===== src/rtl/lcfr_pkg.sv =====
// Shared types, constants and the byte-wide CRC-32 function for the
// length-prefixed frame receiver. No dependencies.
`timescale 1ns / 1ps

package lcfr_pkg;

  localparam int BUFFER_BYTES = 65536;
  localparam int CNT_W        = $clog2(BUFFER_BYTES) + 1;
  localparam int HEADER_BYTES = 18;

  localparam logic [31:0] CRC_POLY = 32'hEDB8_8320;
  localparam logic [31:0] CRC_INIT = 32'hFFFF_FFFF;

  // request kinds (tuser on the input side)
  localparam logic REQ_DATA = 1'b0;
  localparam logic REQ_LCR  = 1'b1;

  // header byte positions
  localparam logic [CNT_W-1:0] POS_LEN_LO  = CNT_W'(2);
  localparam logic [CNT_W-1:0] POS_LEN_HI  = CNT_W'(3);
  localparam logic [CNT_W-1:0] POS_INV_LO  = CNT_W'(4);
  localparam logic [CNT_W-1:0] POS_INV_HI  = CNT_W'(5);
  localparam logic [CNT_W-1:0] POS_CMD_LO  = CNT_W'(6);
  localparam logic [CNT_W-1:0] POS_CMD_HI  = CNT_W'(7);
  localparam logic [CNT_W-1:0] POS_PROC_LO = CNT_W'(12);
  localparam logic [CNT_W-1:0] POS_PROC_HI = CNT_W'(13);
  localparam logic [CNT_W-1:0] POS_CRC_B0  = CNT_W'(14);
  localparam logic [CNT_W-1:0] POS_CRC_B1  = CNT_W'(15);
  localparam logic [CNT_W-1:0] POS_CRC_B2  = CNT_W'(16);
  localparam logic [CNT_W-1:0] POS_CRC_B3  = CNT_W'(17);

  typedef enum logic [2:0] {
    ST_NONE     = 3'd0,
    ST_GOOD     = 3'd1,
    ST_LEN_ERR  = 3'd2,
    ST_CRC_ERR  = 3'd3,
    ST_OVERFLOW = 3'd4,
    ST_RX_RESET = 3'd5
  } status_t;

  typedef struct packed {
    logic        done;
    status_t     status;
    logic [15:0] command;
    logic [15:0] process;
    logic [15:0] length;
  } result_t;

  // reflected CRC-32, one byte
  function automatic logic [31:0] crc_byte(input logic [31:0] crc, input logic [7:0] b);
    logic [31:0] c;
    c = crc ^ {24'd0, b};
    for (int i = 0; i < 8; i++) begin
      c = c[0] ? ((c >> 1) ^ CRC_POLY) : (c >> 1);
    end
    return c;
  endfunction

endpackage


===== src/rtl/lcfr_engine.sv =====
// Frame engine: header capture, running CRC, packet check and result register.
// Depends on lcfr_pkg.
`timescale 1ns / 1ps

module lcfr_engine (
  input  logic                    clk,
  input  logic                    rst_n,
  input  logic                    step,
  input  logic                    req_type,
  input  logic [7:0]              wdata,
  output lcfr_pkg::result_t       res
);

  localparam logic [lcfr_pkg::CNT_W-1:0] BUF_LIMIT = lcfr_pkg::CNT_W'(lcfr_pkg::BUFFER_BYTES);
  localparam logic [lcfr_pkg::CNT_W-1:0] HDR_LEN   = lcfr_pkg::CNT_W'(lcfr_pkg::HEADER_BYTES);

  logic                        latch_r, latch_nxt;
  logic [lcfr_pkg::CNT_W-1:0]  count_r, count_nxt;
  logic [15:0]                 len_r, len_nxt;
  logic [15:0]                 inv_r, inv_nxt;
  logic [15:0]                 cmd_r, cmd_nxt;
  logic [15:0]                 proc_r, proc_nxt;
  logic [31:0]                 rcrc_r, rcrc_nxt;
  logic [31:0]                 crc_r, crc_nxt;
  lcfr_pkg::result_t           res_r, res_nxt;

  logic [7:0]                  feed;
  logic [31:0]                 crc_upd;
  logic [lcfr_pkg::CNT_W-1:0]  count_inc;

  assign crc_upd   = lcfr_pkg::crc_byte(crc_r, feed);
  assign count_inc = count_r + lcfr_pkg::CNT_W'(1);

  always_comb begin
    latch_nxt = latch_r;
    count_nxt = count_r;
    len_nxt   = len_r;
    inv_nxt   = inv_r;
    cmd_nxt   = cmd_r;
    proc_nxt  = proc_r;
    rcrc_nxt  = rcrc_r;
    crc_nxt   = crc_r;
    feed      = wdata;
    res_nxt   = '0;
    case (count_r)
      lcfr_pkg::POS_CRC_B0, lcfr_pkg::POS_CRC_B1,
      lcfr_pkg::POS_CRC_B2, lcfr_pkg::POS_CRC_B3: feed = 8'd0;
      default: feed = wdata;
    endcase
    if (req_type == lcfr_pkg::REQ_LCR) begin
      if (wdata[7] != latch_r) begin
        latch_nxt      = wdata[7];
        count_nxt      = '0;
        crc_nxt        = lcfr_pkg::CRC_INIT;
        res_nxt.done   = 1'b1;
        res_nxt.status = lcfr_pkg::ST_RX_RESET;
      end
    end else if (!latch_r) begin
      if (count_r >= BUF_LIMIT) begin
        count_nxt      = '0;
        crc_nxt        = lcfr_pkg::CRC_INIT;
        res_nxt.done   = 1'b1;
        res_nxt.status = lcfr_pkg::ST_OVERFLOW;
      end else begin
        case (count_r)
          lcfr_pkg::POS_LEN_LO:  len_nxt[7:0]    = wdata;
          lcfr_pkg::POS_LEN_HI:  len_nxt[15:8]   = wdata;
          lcfr_pkg::POS_INV_LO:  inv_nxt[7:0]    = wdata;
          lcfr_pkg::POS_INV_HI:  inv_nxt[15:8]   = wdata;
          lcfr_pkg::POS_CMD_LO:  cmd_nxt[7:0]    = wdata;
          lcfr_pkg::POS_CMD_HI:  cmd_nxt[15:8]   = wdata;
          lcfr_pkg::POS_PROC_LO: proc_nxt[7:0]   = wdata;
          lcfr_pkg::POS_PROC_HI: proc_nxt[15:8]  = wdata;
          lcfr_pkg::POS_CRC_B0:  rcrc_nxt[7:0]   = wdata;
          lcfr_pkg::POS_CRC_B1:  rcrc_nxt[15:8]  = wdata;
          lcfr_pkg::POS_CRC_B2:  rcrc_nxt[23:16] = wdata;
          lcfr_pkg::POS_CRC_B3:  rcrc_nxt[31:24] = wdata;
          default: ;
        endcase
        if (count_inc >= HDR_LEN && {1'b0, len_nxt} == count_inc) begin
          count_nxt       = '0;
          crc_nxt         = lcfr_pkg::CRC_INIT;
          res_nxt.done    = 1'b1;
          res_nxt.command = cmd_nxt;
          res_nxt.process = proc_nxt;
          res_nxt.length  = len_nxt;
          if (len_nxt != ~inv_nxt)
            res_nxt.status = lcfr_pkg::ST_LEN_ERR;
          else if (~crc_upd != rcrc_nxt)
            res_nxt.status = lcfr_pkg::ST_CRC_ERR;
          else
            res_nxt.status = lcfr_pkg::ST_GOOD;
        end else begin
          count_nxt = count_inc;
          crc_nxt   = crc_upd;
        end
      end
    end
  end

  always_ff @(posedge clk) begin
    if (!rst_n) begin
      latch_r <= 1'b0;
      count_r <= '0;
      len_r   <= '0;
      inv_r   <= '0;
      cmd_r   <= '0;
      proc_r  <= '0;
      rcrc_r  <= '0;
      crc_r   <= lcfr_pkg::CRC_INIT;
      res_r   <= '0;
    end else if (step) begin
      latch_r <= latch_nxt;
      count_r <= count_nxt;
      len_r   <= len_nxt;
      inv_r   <= inv_nxt;
      cmd_r   <= cmd_nxt;
      proc_r  <= proc_nxt;
      rcrc_r  <= rcrc_nxt;
      crc_r   <= crc_nxt;
      res_r   <= res_nxt;
    end
  end

  assign res = res_r;

  a_done_matches_status: assert property (@(posedge clk) disable iff (!rst_n)
    res_r.done == (res_r.status != lcfr_pkg::ST_NONE))
    else $error("done flag disagrees with status");

  a_count_bounded: assert property (@(posedge clk) disable iff (!rst_n)
    count_r <= BUF_LIMIT)
    else $error("byte count beyond buffer size");

  a_latch_freezes: assert property (@(posedge clk) disable iff (!rst_n)
    step && req_type == lcfr_pkg::REQ_DATA && latch_r |=> $stable(count_r) && $stable(crc_r))
    else $error("data byte taken while divisor latch set");

  a_fields_only_on_check: assert property (@(posedge clk) disable iff (!rst_n)
    (res_r.status == lcfr_pkg::ST_NONE || res_r.status == lcfr_pkg::ST_OVERFLOW ||
     res_r.status == lcfr_pkg::ST_RX_RESET)
    |-> res_r.command == 16'd0 && res_r.process == 16'd0 && res_r.length == 16'd0)
    else $error("packet fields reported without a checked packet");

  a_restart_clears: assert property (@(posedge clk) disable iff (!rst_n)
    $past(step) && res_r.done && $past(rst_n) |-> count_r == '0 && crc_r == lcfr_pkg::CRC_INIT)
    else $error("count or crc not restarted after a reported event");

endmodule


===== src/rtl/length_crc_frame_receiver_core.sv =====
// Top level of the length-prefixed CRC-32 frame receiver.
// Depends on lcfr_pkg and lcfr_engine.
`timescale 1ns / 1ps
//
// Usage:
//   Input channel (in_*): one beat per register write. in_tuser selects the
//   register (0 data byte, 1 line control), in_tdata carries the byte.
//   Output channel (out_*): exactly one beat per input beat, in order.
//   out_tlast marks a beat that completed or aborted a packet, out_tuser is
//   the status code, out_tdata holds command, process id and length.
//   An accepted beat is held in the input register, and its result is registered
//   in the engine's result register before it is presented at the output.
//   Throughput: one beat per cycle unless out_tready stalls; header capture,
//   byte-wide CRC update and packet check finish in one register-to-register pass.
//   Reset (rst_n low, synchronous) clears the divisor latch, the byte count,
//   the header words and restarts the CRC; both channels empty.
//   When out_tready is low the result stays in the output register, one more
//   beat is held in the input register, and in_tready then drops.
//
module length_crc_frame_receiver_core (
  input  logic        clk,
  input  logic        rst_n,
  input  logic        in_tvalid,
  output logic        in_tready,
  input  logic [7:0]  in_tdata,   // [7:0] wdata
  input  logic        in_tuser,   // [0] req_type
  output logic        out_tvalid,
  input  logic        out_tready,
  output logic [47:0] out_tdata,  // [15:0] frame_command, [31:16] frame_process,
                                  // [47:32] frame_length
  output logic        out_tlast,  // frame_done
  output logic [2:0]  out_tuser   // [2:0] frame_status
);

  logic              in_valid_r, in_valid_nxt;
  logic              in_type_r;
  logic [7:0]        in_byte_r;
  logic              out_valid_r, out_valid_nxt;
  logic              step;
  logic              in_fire;
  lcfr_pkg::result_t res;

  assign step      = in_valid_r && (!out_valid_r || out_tready);
  assign in_tready = !in_valid_r || step;
  assign in_fire   = in_tvalid && in_tready;

  assign in_valid_nxt  = in_fire || (in_valid_r && !step);
  assign out_valid_nxt = step || (out_valid_r && !out_tready);

  always_ff @(posedge clk) begin
    if (!rst_n) begin
      in_valid_r  <= 1'b0;
      out_valid_r <= 1'b0;
    end else begin
      in_valid_r  <= in_valid_nxt;
      out_valid_r <= out_valid_nxt;
    end
  end

  always_ff @(posedge clk) begin
    if (in_fire) begin
      in_type_r <= in_tuser;
      in_byte_r <= in_tdata;
    end
  end

  lcfr_engine u_engine (
    .clk      (clk),
    .rst_n    (rst_n),
    .step     (step),
    .req_type (in_type_r),
    .wdata    (in_byte_r),
    .res      (res)
  );

  assign out_tvalid = out_valid_r;
  assign out_tdata  = {res.length, res.process, res.command};
  assign out_tlast  = res.done;
  assign out_tuser  = res.status;

endmodule


===== config.mk =====
export PLATFORM = sky130hd
export DESIGN_NAME = length_crc_frame_receiver_core
export DESIGN_NICKNAME = d
export VERILOG_FILES = /design/src/rtl/lcfr_pkg.sv /design/src/rtl/lcfr_engine.sv /design/src/rtl/length_crc_frame_receiver_core.sv
export SDC_FILE = /design/constraint.sdc
export NUM_CORES = 1
export LEC_CHECK = 0
export BUFFER_PORTS_ARGS = -buffer_cell sky130_fd_sc_hd__buf_2
export CAP_MARGIN = 15
export CELL_PAD_IN_SITES_DETAIL_PLACEMENT = 1
export CELL_PAD_IN_SITES_GLOBAL_PLACEMENT = 1
export CORE_ASPECT_RATIO = 1.2
export CORE_MARGIN = 4
export CORE_UTILIZATION = 23
export DETAILED_ROUTE_END_ITERATION = 7
export PLACE_DENSITY_LB_ADDON = 0.1
export SYNTH_ARGS = -nofsm -noshare
export SYNTH_HDL_FRONTEND = slang
export SYNTH_SLANG_ARGS = --single-unit

===== constraint.sdc =====
create_clock -name clk -period 5.6 [get_ports clk]
set_input_delay 0.28 -clock clk [delete_from_list [all_inputs] [get_ports clk]]
set_output_delay 0.28 -clock clk [all_outputs]
set_load 0.005 [all_outputs]

==> flow_metrics.py, run 1 <==
metrics = {
    "route": {
        "vias_per_cell": 4.94,
        "vias": 10600,
        "drt_iter0_drc": 478,
        "drc": 0,
        "first_pass_iters": 5,
        "postRouteWirelength_mm": 47.0,
        "drtAntennaViolNets": 0,
        "wire_per_inst_um": 22.0,
    },
    "sta": {
        "slew_violations": 0,
        "fmaxAchievable_mhz": 194,
        "setup_viol": 0,
        "hold_violations": 0,
        "timing.setup.tns_ns": 0,
        "tightest_slew_ns": 1.11,
        "rsz0062_at_grt": "false",
        "relSlewSlack": 0.250,
        "fin_crit_sh": 0.921,
        "fin_crit_ns": 5.16,
        "layout_setup_ws_ns": 0.444,
        "fin_skew_ns": 0.0124,
    },
    "critical_path": {
        "slowest_stage": "or4_2",
        "cp-start-kind": "register",
        "crit_fanout": 41,
        "ff2ff_setup_slack_ns": 0.44,
        "slowest_delay_ns": 0.85,
        "path_cells": "nor4_1 -> and4_1 -> nand3_1 -> mux2i_1 -> xnor2_1 -> nand4_1 -> or3_1 -> or4_2 -> buf_4 -> a21o_1 -> a21oi_1",
        "arrival_ns": 5.64,
        "cp-end-kind": "register",
        "worst-path-buf-inv": 1,
        "required_ns": 6.08,
        "crit_start": "u_engine.count_r[4]$_SDFFE_PN0P_",
        "crit_family": "simple AND/OR/NAND/NOR gates",
        "rr_startpoint": "u_engine.count_r[4]$_SDFFE_PN0P_",
        "crit_type": "reg -> reg",
    },
    "yosys": {
        "syn_area_um2": 11800,
        "yosys.area_share.simple": 0.194,
        "muxShareOfSynthArea": 0.0550,
        "synth_top_family_by_area": "compound AO/OA/AOI/OAI gates",
        "synth_xor_xnor_area_share": 0.139,
        "synth.yosys.seq_area_share": 0.362,
        "yosys.area.top_type_share": 0.340,
        "synth_warnings": 0,
        "ys_seq_elements": 209,
        "synth_fa_ha_area_frac": 0.00424,
        "yosysTopAreaCell": "dfxtp_1",
        "yosys.cell_types.count": 69,
        "synth_compound_area_frac": 0.194,
        "avgSynthCellArea_um2": 8.10,
        "syn-instance-count": 1455,
        "synth_edf_count": 9,
        "async_reset_ff_frac": 0,
        "synthTopCellsByArea": "dfxtp_1, xnor2_1, nor2_1",
        "ys.flop_type": "dfxtp_1",
        "syn_nets": 1472,
    },
    "worst_hold_path": {
        "hold_start": "out_tready",
        "hp-class": "in -> reg",
    },
    "cts": {
        "cts.sinks": 209,
        "clk_latency_ns": 0.55,
        "h-tree-depth": 1,
        "numCtsBuffers": 26,
        "clk_pin_slew_worst_paths_ns": 0.06,
        "cts_tree": "done",
        "cts_setup_buffers": 0,
        "cts_root_buf": "clkbuf_16",
        "clockBufferDepth": 3,
    },
    "placed_design": {
        "io_buffers": 66,
        "gp_congestion": 0.802,
        "pre_cts_ws_ns": 0.464,
        "dpl.hpwl_mm": 32.9,
    },
    "final_layout": {
        "drive_gt1_frac": 0.108,
        "nNetsFinal": 1492,
        "syn_to_final_growth_pct": 16.4,
        "final_util": 0.271,
        "nFillCells": 5936,
        "insertedDiodeCount": 0,
    },
    "floorplanning": {
        "start_util": 0.233,
        "design.core.area_um2": 50600,
        "dieHeight_um": 256,
        "io_pins": 67,
        "fp-row-count": 90,
        "die_x_um": 215,
        "dieArea_um2": 55000,
    },
    "global_route": {
        "antenna_found_initial": 0,
        "grt_max_degree": 60,
        "grt_pass1_vias": 11100,
        "grt_pass1_wl_mm": 71.6,
        "track_usage": 0.167,
        "globalRouteOverflowTotal": 0,
    },
    "pwr": {
        "p_per_area_nw_per_um2": 288,
        "p_leak_nw": 4.80,
        "ir_worst_vdd_uv": 218,
    },
    "run_status": {
        "run_status": "completed",
    },
    "flow_run": {
        "drv_cap": 0,
    },
}
## what timing repair did
action,CTS,global route
gates resized for setup,0,0
hold buffers,10,0
endpoints found under the hold margin,10,0
## where the power goes
group | leakage (nW) | internal [mW] | switching (mW)
registers | 1.71 | 1.53 | 0.0499
clock network | 0.408 | 0.977 | 0.697
logic | 2.69 | 0.280 | 0.411
total | 4.80 | 2.79 | 1.16
## through the flow
| step | instances | hold slack, ns | power, mW | area [µm²] |
|---|---|---|---|---|
| floorplan | 1455 | 0.379 | 2.07 | 11800 |
| global placement | 2080 | 0.438 | 2.31 | 12800 |
| detailed placement | 2080 | 0.449 | 2.31 | 12800 |
| CTS | 2135 | 0.0348 | 4.03 | 13700 |
| global route | 2136 | 0.0840 | 4.13 | 13700 |
| finish | 2136 | 0.0617 | 3.95 | 13700 |
## worst paths after layout
path | cells past startpoint | end
setup / recovery | 11 | u_engine.res[49]$_SDFFE_PN0P_
hold / removal | 4 | out_tvalid$_SDFF_PN0_
setup reg to reg | 11 | u_engine.res[49]$_SDFFE_PN0P_
hold reg to reg | 2 | u_engine.rcrc_r[9]$_SDFFE_PN0P_
## cells in the final DEF (no fill, tap or decap), drive strengths merged, types with 11 or more instances in the layout
master   instances
nand4           18
xnor2          122
a21oi           96
xor2            47
a2bb2oi         51
mux2i           59
clkbuf          39
buf            107
nor3            41
or3             20
o21ai           47
a211oi          50
o22ai           27
nand3           32
nand2          169
nor2           178
nor4            12
o221ai          11
inv             25
and3            11
dfxtp          200
## flip-flops by register name, indices dropped and copies added, names as in the netlist
name and count:
in_type_r 1, in_valid_r 1, u_engine.inv_r 16, u_engine.proc_r 16
u_engine.res 52, u_engine.count_r 17, u_engine.rcrc_r 32, u_engine.latch_r 1
u_engine.cmd_r 16, u_engine.len_r 16, u_engine.crc_r 32, out_tvalid 1
in_byte_r 8
## cell usage after synthesis, types with 3 or more instances
cell / count
nor2_1: 178
a21o_1: 4
xor2_1: 47
clkbuf_1: 103
ha_1: 4
nor4_1: 10
mux2_2: 4
and2_1: 3
edfxtp_1: 9
a22oi_1: 5
mux2i_1: 58
a31oi_1: 6
a21oi_1: 96
a221o_1: 8
o31ai_1: 4
and4_1: 3
a2bb2oi_1: 51
buf_1: 8
xnor3_1: 5
o2111ai_1: 3
a221oi_1: 6
o21a_1: 3
a211oi_1: 50
nor3_1: 41
nand2_1: 169
or3_1: 20
inv_1: 23
xnor2_1: 122
nand2b_1: 5
dfxtp_1: 200
nand3_1: 32
buf_2: 11
o21ai_0: 46
and3_1: 11
nand4b_1: 4
nand4_1: 18
o221ai_1: 11
nor2b_1: 8
o22ai_1: 27
## cell type report
type / instances / area [µm²] / area share
Sequential cell: 209 / 4270 / 0.311
Inverter: 25 / 98.8 / 0.00720
Clock inverter: 7 / 67.6 / 0.00492
Multi-Input combinational cell: 1095 / 6950 / 0.506
Clock buffer: 38 / 757 / 0.0552
Timing Repair Buffer: 118 / 771 / 0.0562
Tap cell: 644 / 806 / 0.0587
## kinds of logic (layout without fill, tap and decap cells)
family	Yosys count	after routing
simple gates	512	512
compound gates	340	340
flops	209	209
xor+xnor	176	176
buf+inv	151	188
mux	63	63
fa+ha+maj	4	4
## worst reg2reg max path, stage by stage (launching register included)
cell and delay (ns):
dfxtp_1 0.42, nor4_1 0.47, and4_1 0.64, nand3_1 0.69, mux2i_1 0.54, xnor2_1 0.16
nand4_1 0.11, or3_1 0.44, or4_2 0.85, buf_4 0.36, a21o_1 0.28, a21oi_1 0.12
## layer usage
metal / wire length [µm] / part of all wire / global-route usage
met1: 21600 / 0.46 / 0.215
met3: 1480 / 0.032 / 0.0220
met4: 1120 / 0.024 / 0.0425
met5: 0 / 0 / 0
met2: 22900 / 0.49 / 0.293
No activity file was read; power rests on OpenSTA's default activity.
==> run 2: changes to the inputs <==
Settings changed: ABC_AREA set to 1, CORE_ASPECT_RATIO 1.2 to 1.5.
==> run 2 against run 1 <==
Fmax up 2.6%. Register-to-register slack better by 0.13 ns. Flip-flop and latch count unchanged. Largest cell class unchanged. Global-route usage up 2.0 points. Worst setup slack better by 0.13 ns. Cell area up 6.5%. Critical path type unchanged. Critical path depth up 9. Hold slack worse by 0.015 ns. Utilization down 0.32 points. Cell count up 31%. Non-clock buffer count down 12.
==> flow_metrics.py, run 2 <==
metrics = {
    "yosys": {
        "synth_warnings": 0,
        "ys_top_cells_by_count": "nand2_1, inv_1, dfxtp_1, nor2_1, nand3_1",
        "yosys.cell_types.count": 41,
        "yosys.area.top_type_share": 0.317,
        "avgSynthCellArea_um2": 6.11,
        "synth_edf_count": 9,
        "async_reset_ff_frac": 0,
        "ys.flop_type": "dfxtp_1",
        "syn-instance-count": 2066,
        "yosysTopAreaCell": "dfxtp_1",
        "synthTopCellsByArea": "dfxtp_1, nand2_1, inv_1",
        "syn_area_um2": 12600,
        "synth.most_common_cell": "nand2_1",
        "ys_seq_elements": 209,
        "syn_nets": 2083,
        "synth.yosys.seq_area_share": 0.338,
    },
    "critical_path": {
        "cp-start-kind": "register",
        "crit_family": "simple AND/OR/NAND/NOR gates",
        "slowest_delay_ns": 0.87,
        "worst-path-buf-inv": 1,
        "cp-end-kind": "register",
        "critPathMostFrequentCell": "nand2_1",
        "arrival_ns": 5.44,
        "crit_fanout": 21,
        "crit_type": "reg -> reg",
        "slowest_stage": "nand3_1",
        "required_ns": 6.02,
        "path_cells": "inv_1 -> nand2_1 -> nor2_1 -> nand3_1 -> nand2_1 -> o21ai_0 -> nand2_1 -> nand2_1 -> nor2_1 -> nand2_1 -> nor2_1 -> nand4_1 -> nor2_1 -> nand3_1 -> nor2_1 -> nand2_1 -> nor2_1 -> nand3_1 -> nand2_1 -> a21oi_1",
    },
    "sta": {
        "hold_violations": 0,
        "relSlewSlack": 0.303,
        "rsz0062_at_grt": "false",
        "setup_viol": 0,
        "slew_violations": 0,
        "timing.setup.tns_ns": 0,
        "fin_crit_sh": 0.897,
        "fin_skew_ns": 0.0117,
        "fin_crit_ns": 5.02,
        "fmaxAchievable_mhz": 199,
        "tightest_slew_ns": 1.04,
    },
    "cts": {
        "cts_root_buf": "clkbuf_16",
        "cts_setup_buffers": 0,
        "h-tree-depth": 1,
        "clk_latency_ns": 0.57,
        "numCtsBuffers": 26,
        "cts.sinks": 209,
        "clk_pin_slew_worst_paths_ns": 0.07,
        "clockBufferDepth": 3,
        "cts_tree": "done",
    },
    "route": {
        "drc": 0,
        "drtAntennaViolNets": 0,
        "wire_per_inst_um": 19.8,
        "vias": 13100,
        "vias_per_cell": 4.66,
        "first_pass_iters": 5,
        "drt_iter0_drc": 398,
        "postRouteWirelength_mm": 55.6,
    },
    "pwr": {
        "ir_worst_vdd_uv": 172,
        "p_per_area_nw_per_um2": 307,
        "p_leak_nw": 7.13,
    },
    "final_layout": {
        "insertedDiodeCount": 0,
        "drive_gt1_frac": 0.0907,
        "final_util": 0.268,
        "syn_to_final_growth_pct": 15.8,
        "final_cell_mix": "nand2_1, inv_1, dfxtp_1",
        "nNetsFinal": 2104,
        "largest_reg_flops": 52,
        "final_common_cell": "nand2_1",
    },
    "floorplanning": {
        "dieHeight_um": 295,
        "die_x_um": 199,
        "dieArea_um2": 58800,
        "io_pins": 67,
        "start_util": 0.232,
        "fp-row-count": 105,
        "design.core.area_um2": 54500,
    },
    "placed_design": {
        "dpl.hpwl_mm": 40.3,
        "io_buffers": 66,
        "gp_congestion": 0.819,
    },
    "global_route": {
        "track_usage": 0.187,
        "antenna_found_initial": 0,
        "grt_pass1_wl_mm": 83.6,
        "grt_max_degree": 65,
        "grt_pass1_vias": 13500,
        "globalRouteOverflowTotal": 0,
    },
    "run_status": {
        "run_status": "completed",
    },
    "flow_run": {
        "drv_cap": 0,
    },
    "worst_hold_path": {
        "hp-class": "in -> reg",
    },
}
[run 2: cell types whose count changed after synthesis, moves of 58 or more]
cell and change:
inv_1 +233, o21ai_0 +60, nand3_1 +126, mux2i_1 -58, xnor2_1 -118, nand2_1 +535
[run 2: area by class of cell]
type                            instances  area [µm²]
Clock buffer                           39         800
Clock inverter                          9         188
Fill cell                            6904       39900
Inverter                              260         978
Multi-Input combinational cell       1484        6860
Sequential cell                       209        4270
Tap cell                              695         870
Timing Repair Buffer                  106         658
[run 2: metrics by stage]
stage	std cells	hold slack, ns	total power [mW]	setup slack, ns	instance area [µm²]
after global placement	2744	0.451	2.57	0.556	13500
final	2802	0.0469	4.49	0.576	14600
after global routing	2802	0.0582	4.75	0.0772	14600
after floorplan	2066	0.379	2.23	2.91	12600
after CTS	2802	0.0115	4.59	0.563	14600
after detailed placement	2744	0.452	2.58	0.577	13500
[run 2: power by group]
part           switching (mW)  leakage (nW)  internal (mW)
clock network           0.737         0.482           1.21
logic                   0.698          4.93          0.250
registers              0.0423          1.71           1.55
[run 2: cell families after synthesis]
logic type | count (synthesis) | synth area share
buffers and inverters | 373 | 0.120
adder cells (fa/ha/maj) | 4 | 0.00396
XOR/XNOR | 19 | 0.0143
AND/OR/NAND/NOR | 1115 | 0.369
AO/OA/AOI/OAI | 346 | 0.154
flip-flops | 209 | 0.338
[run 2: path summary, 6_finish.rpt]
kind | slack (ns) | cells after the start | from | to
setup / recovery | 0.58 | 20 | u_engine.count_r[16]$_SDFFE_PN0P_ | u_engine.res[49]$_SDFFE_PN0P_
hold / removal | 0.05 | 4 | out_tready | in_valid_r$_SDFF_PN0_
hold reg to reg | 0.46 | 2 | u_engine.res[29]$_SDFFE_PN0P_ | u_engine.res[29]$_SDFFE_PN0P_
setup reg to reg | 0.58 | 20 | u_engine.count_r[16]$_SDFFE_PN0P_ | u_engine.res[49]$_SDFFE_PN0P_
[run 2: layer usage]
| metal | part of all wire | up-vias | track usage | wire (µm) |
|---|---|---|---|---|
| li1 | - | 6577 | - | - |
| met1 | 0.40 | 6234 | 0.209 | 22100 |
| met2 | 0.53 | 164 | 0.353 | 29200 |
| met3 | 0.025 | 93 | 0.0204 | 1410 |
| met4 | 0.050 | 0 | 0.0830 | 2790 |
| met5 | 0 | - | 0 | 0 |
[run 2: repair_timing]
item                      in CTS  in global routing
hold buffers                  10                  0
gates resized for setup        0                  0
hold endpoints to repair      10                  0
[run 2: worst register-to-register path, delay by kind of cell (launching register included)]
kind | cells | cell delay [ns]
flip-flops | 1 | 0.43
AND/OR/NAND/NOR | 17 | 3.97
AO/OA/AOI/OAI | 2 | 0.20
buffers and inverters | 1 | 0.28
